`config.mk`:
```
export PLATFORM = sky130hd
export DESIGN_NAME = hcs_post
export DESIGN_NICKNAME = d
export VERILOG_FILES = /design/src/rtl/hcs_pkg.sv /design/src/rtl/hcs_post.sv
export SDC_FILE = /design/constraint.sdc
export NUM_CORES = 2
export LEC_CHECK = 0
export ABC_AREA = 1
export BUFFER_PORTS_ARGS = -buffer_cell sky130_fd_sc_hd__buf_2
export CORE_MARGIN = 5
export CORE_UTILIZATION = 55
export CTS_BUF_LIST = sky130_fd_sc_hd__clkbuf_4
export CTS_CLUSTER_SIZE = 24
export DETAILED_ROUTE_END_ITERATION = 7
export PLACE_DENSITY = 0.82
export RECOVER_POWER = 50
export SYNTH_ARGS = -nofsm -noshare
export SYNTH_HDL_FRONTEND = slang
export SYNTH_SLANG_ARGS = --single-unit
```
`constraint.sdc`:
```
create_clock -name i_clk -period 6.2 [get_ports i_clk]
set_input_delay 0.31 -clock i_clk [delete_from_list [all_inputs] [get_ports i_clk]]
set_output_delay 0.31 -clock i_clk [all_outputs]
set_load 0.1 [all_outputs]
```
`src/rtl/hcs_pkg.sv`:
```
// ----------------------------------------------------------------------------
// hcs_pkg
// Types, widths and codes shared by the centroid steering pipeline.
// ----------------------------------------------------------------------------
package hcs_pkg;

    localparam int LANES      = 4;
    localparam int ID_W       = 9;
    localparam int BOX_W      = 12;
    localparam int HOM_W      = 48;
    localparam int TID_W      = 8;
    localparam int CX_W       = 12;
    localparam int GAIN_W     = 20;
    localparam int SPD_W      = 15;
    localparam int TURN_W     = 16;
    localparam int CFG_IDX_W  = 3;
    localparam int CFG_DATA_W = 20;

    // Products are split at this bit so that no multiplier exceeds 32 bits.
    localparam int LO_W    = 32;
    localparam int LO_PP_W = LO_W + BOX_W;
    localparam int HI_W    = HOM_W - LO_W + BOX_W + 1;
    localparam int PROD_W  = HI_W + LO_W;
    localparam int SUM_W   = PROD_W + 1;
    localparam int MAG_W   = SUM_W;

    // Division: 30 integer bits and 8 fraction bits of quotient.
    localparam int XFRAC    = 8;
    localparam int QINT     = 30;
    localparam int Q_W      = QINT + XFRAC;
    localparam int REM_W    = MAG_W + XFRAC;
    localparam int CMP_W    = MAG_W + Q_W;
    localparam int SAT_W    = MAG_W + QINT;
    localparam int XVAL_W   = Q_W + 1;

    // Averaging and steering.
    localparam int AVG_SH   = XFRAC + 2;
    localparam int XSUM_W   = XVAL_W + 2;
    localparam int AVG_W    = XSUM_W - AVG_SH;
    localparam int OFS_W    = AVG_W + 1;
    localparam int ANG_W    = GAIN_W + 1 + OFS_W;
    localparam int ANG_SH   = 10;
    localparam int M14_W    = ANG_W - ANG_SH;
    localparam logic [XSUM_W-1:0] AVG_BIAS = XSUM_W'((1 << AVG_SH) - 1);

    localparam logic [CFG_IDX_W-1:0] CFG_TARGET_ID = 3'd0;
    localparam logic [CFG_IDX_W-1:0] CFG_CENTER_X  = 3'd1;
    localparam logic [CFG_IDX_W-1:0] CFG_GAIN      = 3'd2;
    localparam logic [CFG_IDX_W-1:0] CFG_MIN_SPEED = 3'd3;
    localparam logic [CFG_IDX_W-1:0] CFG_MAX_SPEED = 3'd4;

    localparam logic [TID_W-1:0]  RST_TARGET_ID = 8'd6;
    localparam logic [CX_W-1:0]   RST_CENTER_X  = 12'd320;
    localparam logic [GAIN_W-1:0] RST_GAIN      = 20'd33554;
    localparam logic [SPD_W-1:0]  RST_MIN_SPEED = 15'd2458;
    localparam logic [SPD_W-1:0]  RST_MAX_SPEED = 15'd8192;

    typedef struct packed {
        logic signed [ID_W-1:0]  object_id;
        logic [BOX_W-1:0]        box_width;
        logic [BOX_W-1:0]        box_height;
        logic signed [HOM_W-1:0] hom_a;
        logic signed [HOM_W-1:0] hom_b;
        logic signed [HOM_W-1:0] hom_c;
        logic signed [HOM_W-1:0] hom_d;
        logic signed [HOM_W-1:0] hom_e;
        logic signed [HOM_W-1:0] hom_f;
        logic signed [HOM_W-1:0] hom_g;
        logic signed [HOM_W-1:0] hom_h;
        logic signed [HOM_W-1:0] hom_i;
    } t_in_item;

    typedef struct packed {
        logic signed [TURN_W-1:0] turn_rate;
        logic                     tracking;
    } t_out_item;

    typedef struct packed {
        logic valid;
        logic match;
    } t_tag;

    typedef struct packed {
        logic [TID_W-1:0]  target_id;
        logic [CX_W-1:0]   center_x;
        logic [GAIN_W-1:0] gain;
        logic [SPD_W-1:0]  min_speed;
        logic [SPD_W-1:0]  max_speed;
    } t_cfg;

endpackage

```
`src/rtl/hcs_post.sv`:
```
// ----------------------------------------------------------------------------
// hcs_post
// Corner averaging, gain multiply, deadband and clamp.
// ----------------------------------------------------------------------------
module hcs_post (
    input  logic                               i_clk,
    input  logic                               i_rst_n,
    input  logic                               i_en,
    input  hcs_pkg::t_cfg                      i_cfg,
    input  hcs_pkg::t_tag                      i_tag,
    input  logic signed [hcs_pkg::XVAL_W-1:0]  i_x [hcs_pkg::LANES],
    output logic                               o_valid,
    output hcs_pkg::t_out_item                 o_item
);
    import hcs_pkg::*;

    t_tag                     r1_tag, r2_tag, r3_tag, r4_tag;
    logic signed [XSUM_W-1:0] r1_sum;
    logic signed [OFS_W-1:0]  r2_ofs;
    logic signed [ANG_W-1:0]  r3_ang;
    t_out_item                r4_item;

    logic signed [XSUM_W-1:0] biased;
    logic signed [XSUM_W-1:0] shifted;
    logic [ANG_W-1:0]         ang_mag;
    logic [M14_W-1:0]         m14;
    logic [M14_W-1:0]         lim;
    t_out_item                n4_item;

    always_comb begin
        // Add the bias on negative sums so the shift truncates toward zero.
        biased  = r1_sum + (r1_sum[XSUM_W-1] ? $signed(AVG_BIAS) : $signed(XSUM_W'(0)));
        shifted = biased >>> AVG_SH;
    end

    always_comb begin
        ang_mag = r3_ang[ANG_W-1] ? ANG_W'(-r3_ang) : ANG_W'(r3_ang);
        m14     = M14_W'(ang_mag >> ANG_SH);
        if (m14 < M14_W'(i_cfg.min_speed)) begin
            lim = '0;
        end else if (m14 > M14_W'(i_cfg.max_speed)) begin
            lim = M14_W'(i_cfg.max_speed);
        end else begin
            lim = m14;
        end
        n4_item.tracking  = r3_tag.match;
        if (!r3_tag.match) begin
            n4_item.turn_rate = '0;
        end else if (r3_ang[ANG_W-1]) begin
            n4_item.turn_rate = -$signed(TURN_W'(lim));
        end else begin
            n4_item.turn_rate = $signed(TURN_W'(lim));
        end
    end

    always_ff @(posedge i_clk) begin
        if (!i_rst_n) begin
            r1_tag <= '0;
            r2_tag <= '0;
            r3_tag <= '0;
            r4_tag <= '0;
        end else if (i_en) begin
            r1_tag <= i_tag;
            r2_tag <= r1_tag;
            r3_tag <= r2_tag;
            r4_tag <= r3_tag;
        end
    end

    always_ff @(posedge i_clk) begin
        if (i_en) begin
            r1_sum  <= XSUM_W'(i_x[0]) + XSUM_W'(i_x[1])
                       + XSUM_W'(i_x[2]) + XSUM_W'(i_x[3]);
            r2_ofs  <= $signed(OFS_W'(i_cfg.center_x)) - OFS_W'(shifted);
            r3_ang  <= ANG_W'($signed({1'b0, i_cfg.gain})) * ANG_W'(r2_ofs);
            r4_item <= n4_item;
        end
    end

    assign o_valid = r4_tag.valid;
    assign o_item  = r4_item;

endmodule

```
Yosys cells after proc, flatten, opt, wreduce, memory -nomap -nowiden
Cells that the tools add are included.
Widths: inputs -> output; s select.
Word-level totals
  output and inout port bits: 18
  flip-flop bits (word level): 150
  word-level logic and storage cells: 27
Cells by class
  mux-type cells: 5
  $mul: 1
  $lt $le $gt $ge: 2
  add/subtract/negate cells: 7
Operator list (count)
  $mul 21x32->53: 1
  $mux 53: 1
  $neg 53->53: 1
  $mux 16: 3
  $gt 43x15->1: 1
  $lt 43x15->1: 1
  $add 40x39->41: 1
  $add 41x11->41: 1
  $add 41x39->41: 1
  $add 39x39->40: 1
  $sub 13x31->32: 1
  $neg 16->16: 1
  $mux 10: 1

Logic depth before layout (Yosys ltp)
  depth after elaboration: 7
  depth in mapped cells: 33

Worst setup path after synthesis
No wires, ideal clock.
  kind: reg-to-reg
  from: register r2_ofs[5]
  to: register r3_ang[46], data pin
  setup slack: -0.608 ns
  required time: 5.942 ns
  stages on the path, launching flop included: 28
  arrival time: 6.550 ns
  library setup time: 0.258 ns
  path buffers: 1
  cell sequence: edfxtp_1 clkbuf_1 nand2_1 fa_1 inv_1 fa_1 inv_1 fa_1 inv_1 fa_1 fa_1 fa_1 inv_1 fa_1 inv_1 ha_1 a21oi_1 o21ai_0 a21oi_1 o21ai_0 a21oi_1 inv_1 a21oi_1 o31ai_1 a21boi_0 o21ai_0 a21oi_1 xnor2_1
Between the ends
  longest elaborated chain between the ends: 1
RTL lines
  from (decl): RTL line hcs_post.sv:19  | logic signed [OFS_W-1:0] r2_ofs;
  from (signal assigned): RTL line hcs_post.sv:74  | r2_ofs <= $signed(OFS_W'(i_cfg.center_x)) - OFS_W'(shifted);
  $mul 21x32->53: RTL line hcs_post.sv:75  | r3_ang <= ANG_W'($signed({1'b0, i_cfg.gain})) * ANG_W'(r2_ofs);
  to (signal assigned): RTL line hcs_post.sv:75
  to (decl): RTL line hcs_post.sv:20  | logic signed [ANG_W-1:0] r3_ang;
Every way passes these cells.
A chain may end at the register's enable or synchronous reset.

Worst setup path in the final report
  from: register r2_ofs[11]
  to: register r3_ang[38], data pin
The elaborated chain is that of the path after synthesis.

==> results.txt <==
----------------------------------------------------
[Outcome]
  Run status ... finished, violations left
  Violations in the final reports ... capacitance limit, slew limit, setup timing

[Worst setup path]
  CP bufs+invs ... 9
  Depth of the most critical reg-to-reg path ... 29
  Worst path depth ... 29
  Data arrival time at the worst-slack endpoint ... between 7 and 8 ns
  Maximum fanout count along the critical path ... 15
  Critical Path Start Type ... register
  Kind of end point of the critical path ... register
  Reg2Reg Launch Point ... r2_ofs[11]$_DFFE_PP_
  Cell type with the highest occurrence count on the critical path ... fa_1
  Worst path max stage delay ... 0.55 ns
  Kind of cell adding the most delay to the critical path ... adder cells
  Setup crit start ... r2_ofs[11]$_DFFE_PP_
  Setup Crit Path Kind ... register to register
  CP max-delay cell ... fa_2
  Endpoint required time on the critical path ... 6.64 ns

[Floorplan]
  Area of the die ... just over 70000 um2
  Count of pins on the block boundary ... 249
  Floorplan core area ... 66100 um2
  Die Width ... between 200 and 300 um
  Number of placement rows ... 94
  Starting density of the core ... 55.7%
  Height of the die ... ~270 um

[Global route]
  Number of antenna violations at the first check in global routing ... 6
  Global-route wire length before repair ... approximately 160000 um
  Maximum number of pins on one net before global-route repair ... 78
  Total global routing overflow ... 0
  Vias in the first global route ... 33.4k
  All-layer global routing usage ... between 20% and 30%

[Finish]
  Footprint of the multi-input gates ... 27900 um2
  Area growth from synthesis to layout ... 17.3%
  Sequential cell area in the final layout ... 4430 um2
  Post-layout util ... 65.3%
  Number of nets in the final layout ... 6270
  Fill cell instance count of the final layout ... 5059
  Share of cells above drive strength 1 ... 17.9%

[Clocking]
  Cell at the root of the clock tree ... clkbuf_4
  Clk sinks ... 150
  Clock tree from TritonCTS ... yes
  Number of buffers on the longest clock path ... 2
  TritonCTS buffer count ... 17
  Clock Latency Late Sink ... 0.71 ns
  Number of levels the H-tree was split into ... 4
  Clock-pin slew reported for the worst setup and hold paths after clock tree synthesis ... 0.16 ns

[Timing]
  Max Clock Freq ... about 0.15 GHz
  Fin. Hold Viols ... 0
  Worst clock skew on the final layout ... about 0.055 ns
  Worst rel slew slack ... -156%
  Final setup fails ... 27
  Actual transition at the worst max-transition pin ... 3.84 ns
  Final Critical Period ... 6.68 ns
  Setup repair after global routing missed its margin ... yes
  Final setup slack of the worst path ... -0.478 ns
  Share of the clock period used by the worst path after layout ... 108%
  Hold Worst Slack ... 0.116 ns
  Count of final max-slew check failures ... 153

[Hold path]
  Hold Path Depth ... 3
  Class of the worst hold path ... input pin to register
  Hold wc startpoint ... i_x[118]

[Route]
  Ratio of routed vias to standard cells ... about 5.2
  Count of vias placed by the detailed router ... 30.9k
  Residual DRC count ... 0
  Routed Antenna Nets ... 0
  DRT iter0 DRCs ... 2060
  Per-cell routed wire length ... 15.8 um
  Aggregate routed wire length ... 94500 um
  Number of search-and-repair iterations in the first detailed-routing pass ... 8

[Synth]
  Cell area after synthesis ... 36800 um2
  Fraction of the yosys area taken by sequential cells ... 12.1%
  Count of unique library cells instantiated by Yosys ... between 50 and 60
  Number of instances in the synthesized netlist ... about 4.6k
  Post-synth EDFFs ... 143
  Yosys synthesis warning count ... 0
  Most used flip-flop cell after synthesis ... edfxtp_1
  Avg Cell Area, Syn ... 8.03 um2
  Synth Register Bits ... 150
  Net count of the mapped netlist ... 5753
  Async set or reset register ratio after synthesis ... 0%

[Flow run]
  Count of maximum capacitance violations ... 2

[Placed design]
  HPWL after detailed placement ... roughly 80000 um
  Final estimated routing congestion in global placement ... 0.932
  Count of input and output buffers ... 240

----------------------------------------------------
## final timing paths
kind	slack, ns	end
max	-0.48	r3_ang[38]$_DFFE_PP_
min	0.12	r1_sum[1]$_DFFE_PP_
min reg2reg	0.48	o_valid$_SDFFE_PN0P_
max reg2reg	-0.48	r3_ang[38]$_DFFE_PP_
## registers in the layout (all words and copies together) (netlist names)
| register | cells |
|---|---|
| n4_item | 1 |
| o_item | 17 |
| o_valid | 1 |
| r1_sum | 41 |
| r1_tag | 2 |
| r2_ofs | 32 |
| r2_tag | 2 |
| r3_ang | 53 |
| r3_tag | 1 |
## through the flow
step	area (um2)	worst slack (ns)	TNS, ns	cells
detailed placement	41700	-0.669	-10.83	5889
CTS	42700	-0.399	-5.00	5958
floorplan	37400	-0.00821	-0.0144	4581
global placement	41700	-0.526	-7.52	5889
global route	43200	-0.713	-13.83	5979
finish	43200	-0.478	-6.72	5979
## cell usage in the layout, fill, tap and decap left out, drive strengths merged, types with 56 or more instances in the layout
cell and count:
nand3 102, inv 1296, nand2 1106, o21ai 81
a21oi 165, ha 226, edfxtp 143, nor2 262
xnor2 56, fa 715, buf 625, xor2 101
## per-layer routing
metal	share of wire (%)	global-route usage [%]	vias up
met4	4.3	9.92	4
li1	-	-	14467
met5	0.022	0	-
met1	38	32.4	14915
met3	7.0	4.36	302
met2	51	47.7	1239
## worst register-to-register path, delay by kind of cell (launching register included)
| kind | cells | cell delay, ns |
|---|---|---|
| buffers and inverters | 9 | 0.80 |
| flip-flops | 1 | 0.45 |
| XOR/XNOR | 1 | 0.08 |
| AO/OA/AOI/OAI | 8 | 1.14 |
| adder cells (fa/ha/maj) | 8 | 3.72 |
| AND/OR/NAND/NOR | 3 | 0.25 |
## cells by family after synthesis
group,count (synthesis),share of synthesized area [%]
and+or+nand+nor,1566,17.7
xor gates and xnor gates,157,3.74
DFF,150,12.1
adders and majority gates,941,46.6
buffers and inverters,1430,14.7
AOI/OAI and AO/OA,337,5.28
## repair_timing
item | CTS | global route
endpoints found under the hold margin | 10 | 0
gates resized for setup | 86 | 99
setup buffers | 28 | 17
endpoints found under the setup margin | 25 | 33
cloned | 0 | 0
hold buffers | 9 | 0
pin swaps | 46 | 33
## cell usage after synthesis, types with 3 or more instances
cell | instances | area, um2
a21boi_0 | 4 | 30.0
a21o_1 | 6 | 45.0
a21oi_1 | 164 | 821
a31oi_1 | 28 | 175
and2_1 | 4 | 25.0
buf_2 | 6 | 30.0
clkbuf_1 | 130 | 488
dfxtp_1 | 7 | 140
edfxtp_1 | 143 | 4290
fa_1 | 715 | 14300
ha_1 | 226 | 2830
inv_1 | 1282 | 4810
inv_2 | 6 | 22.5
nand2_1 | 1088 | 4080
nand2_2 | 15 | 93.8
nand2_4 | 3 | 33.8
nand3_1 | 84 | 420
nand3_2 | 13 | 130
nand3_4 | 5 | 87.6
nand3b_1 | 7 | 52.6
nand4_1 | 28 | 175
nor2_1 | 238 | 893
nor2_2 | 14 | 87.6
nor2_4 | 10 | 113
nor3_1 | 42 | 210
nor4_1 | 7 | 43.8
o211ai_1 | 12 | 90.1
o21a_1 | 13 | 97.6
o21ai_0 | 72 | 360
o21ai_1 | 5 | 25.0
o21bai_1 | 5 | 37.5
o221ai_1 | 4 | 35.0
o31ai_1 | 9 | 67.6
xnor2_1 | 56 | 490
xor2_1 | 101 | 885
## final cells by class
class / instances / share of cell area (%)
multi-input cells: 3001 / 64.6
inverters: 1290 / 11.2
repair buffers: 638 / 10.8
flip-flops and latches: 150 / 10.3
well taps: 864 / 2.51
clock inverters: 15 / 0.333
clock buffers: 17 / 0.296
diodes: 4 / 0.0232
Power is not shown: default switching activity piles up to over one toggle a cycle in this logic, so the estimate is an artifact.
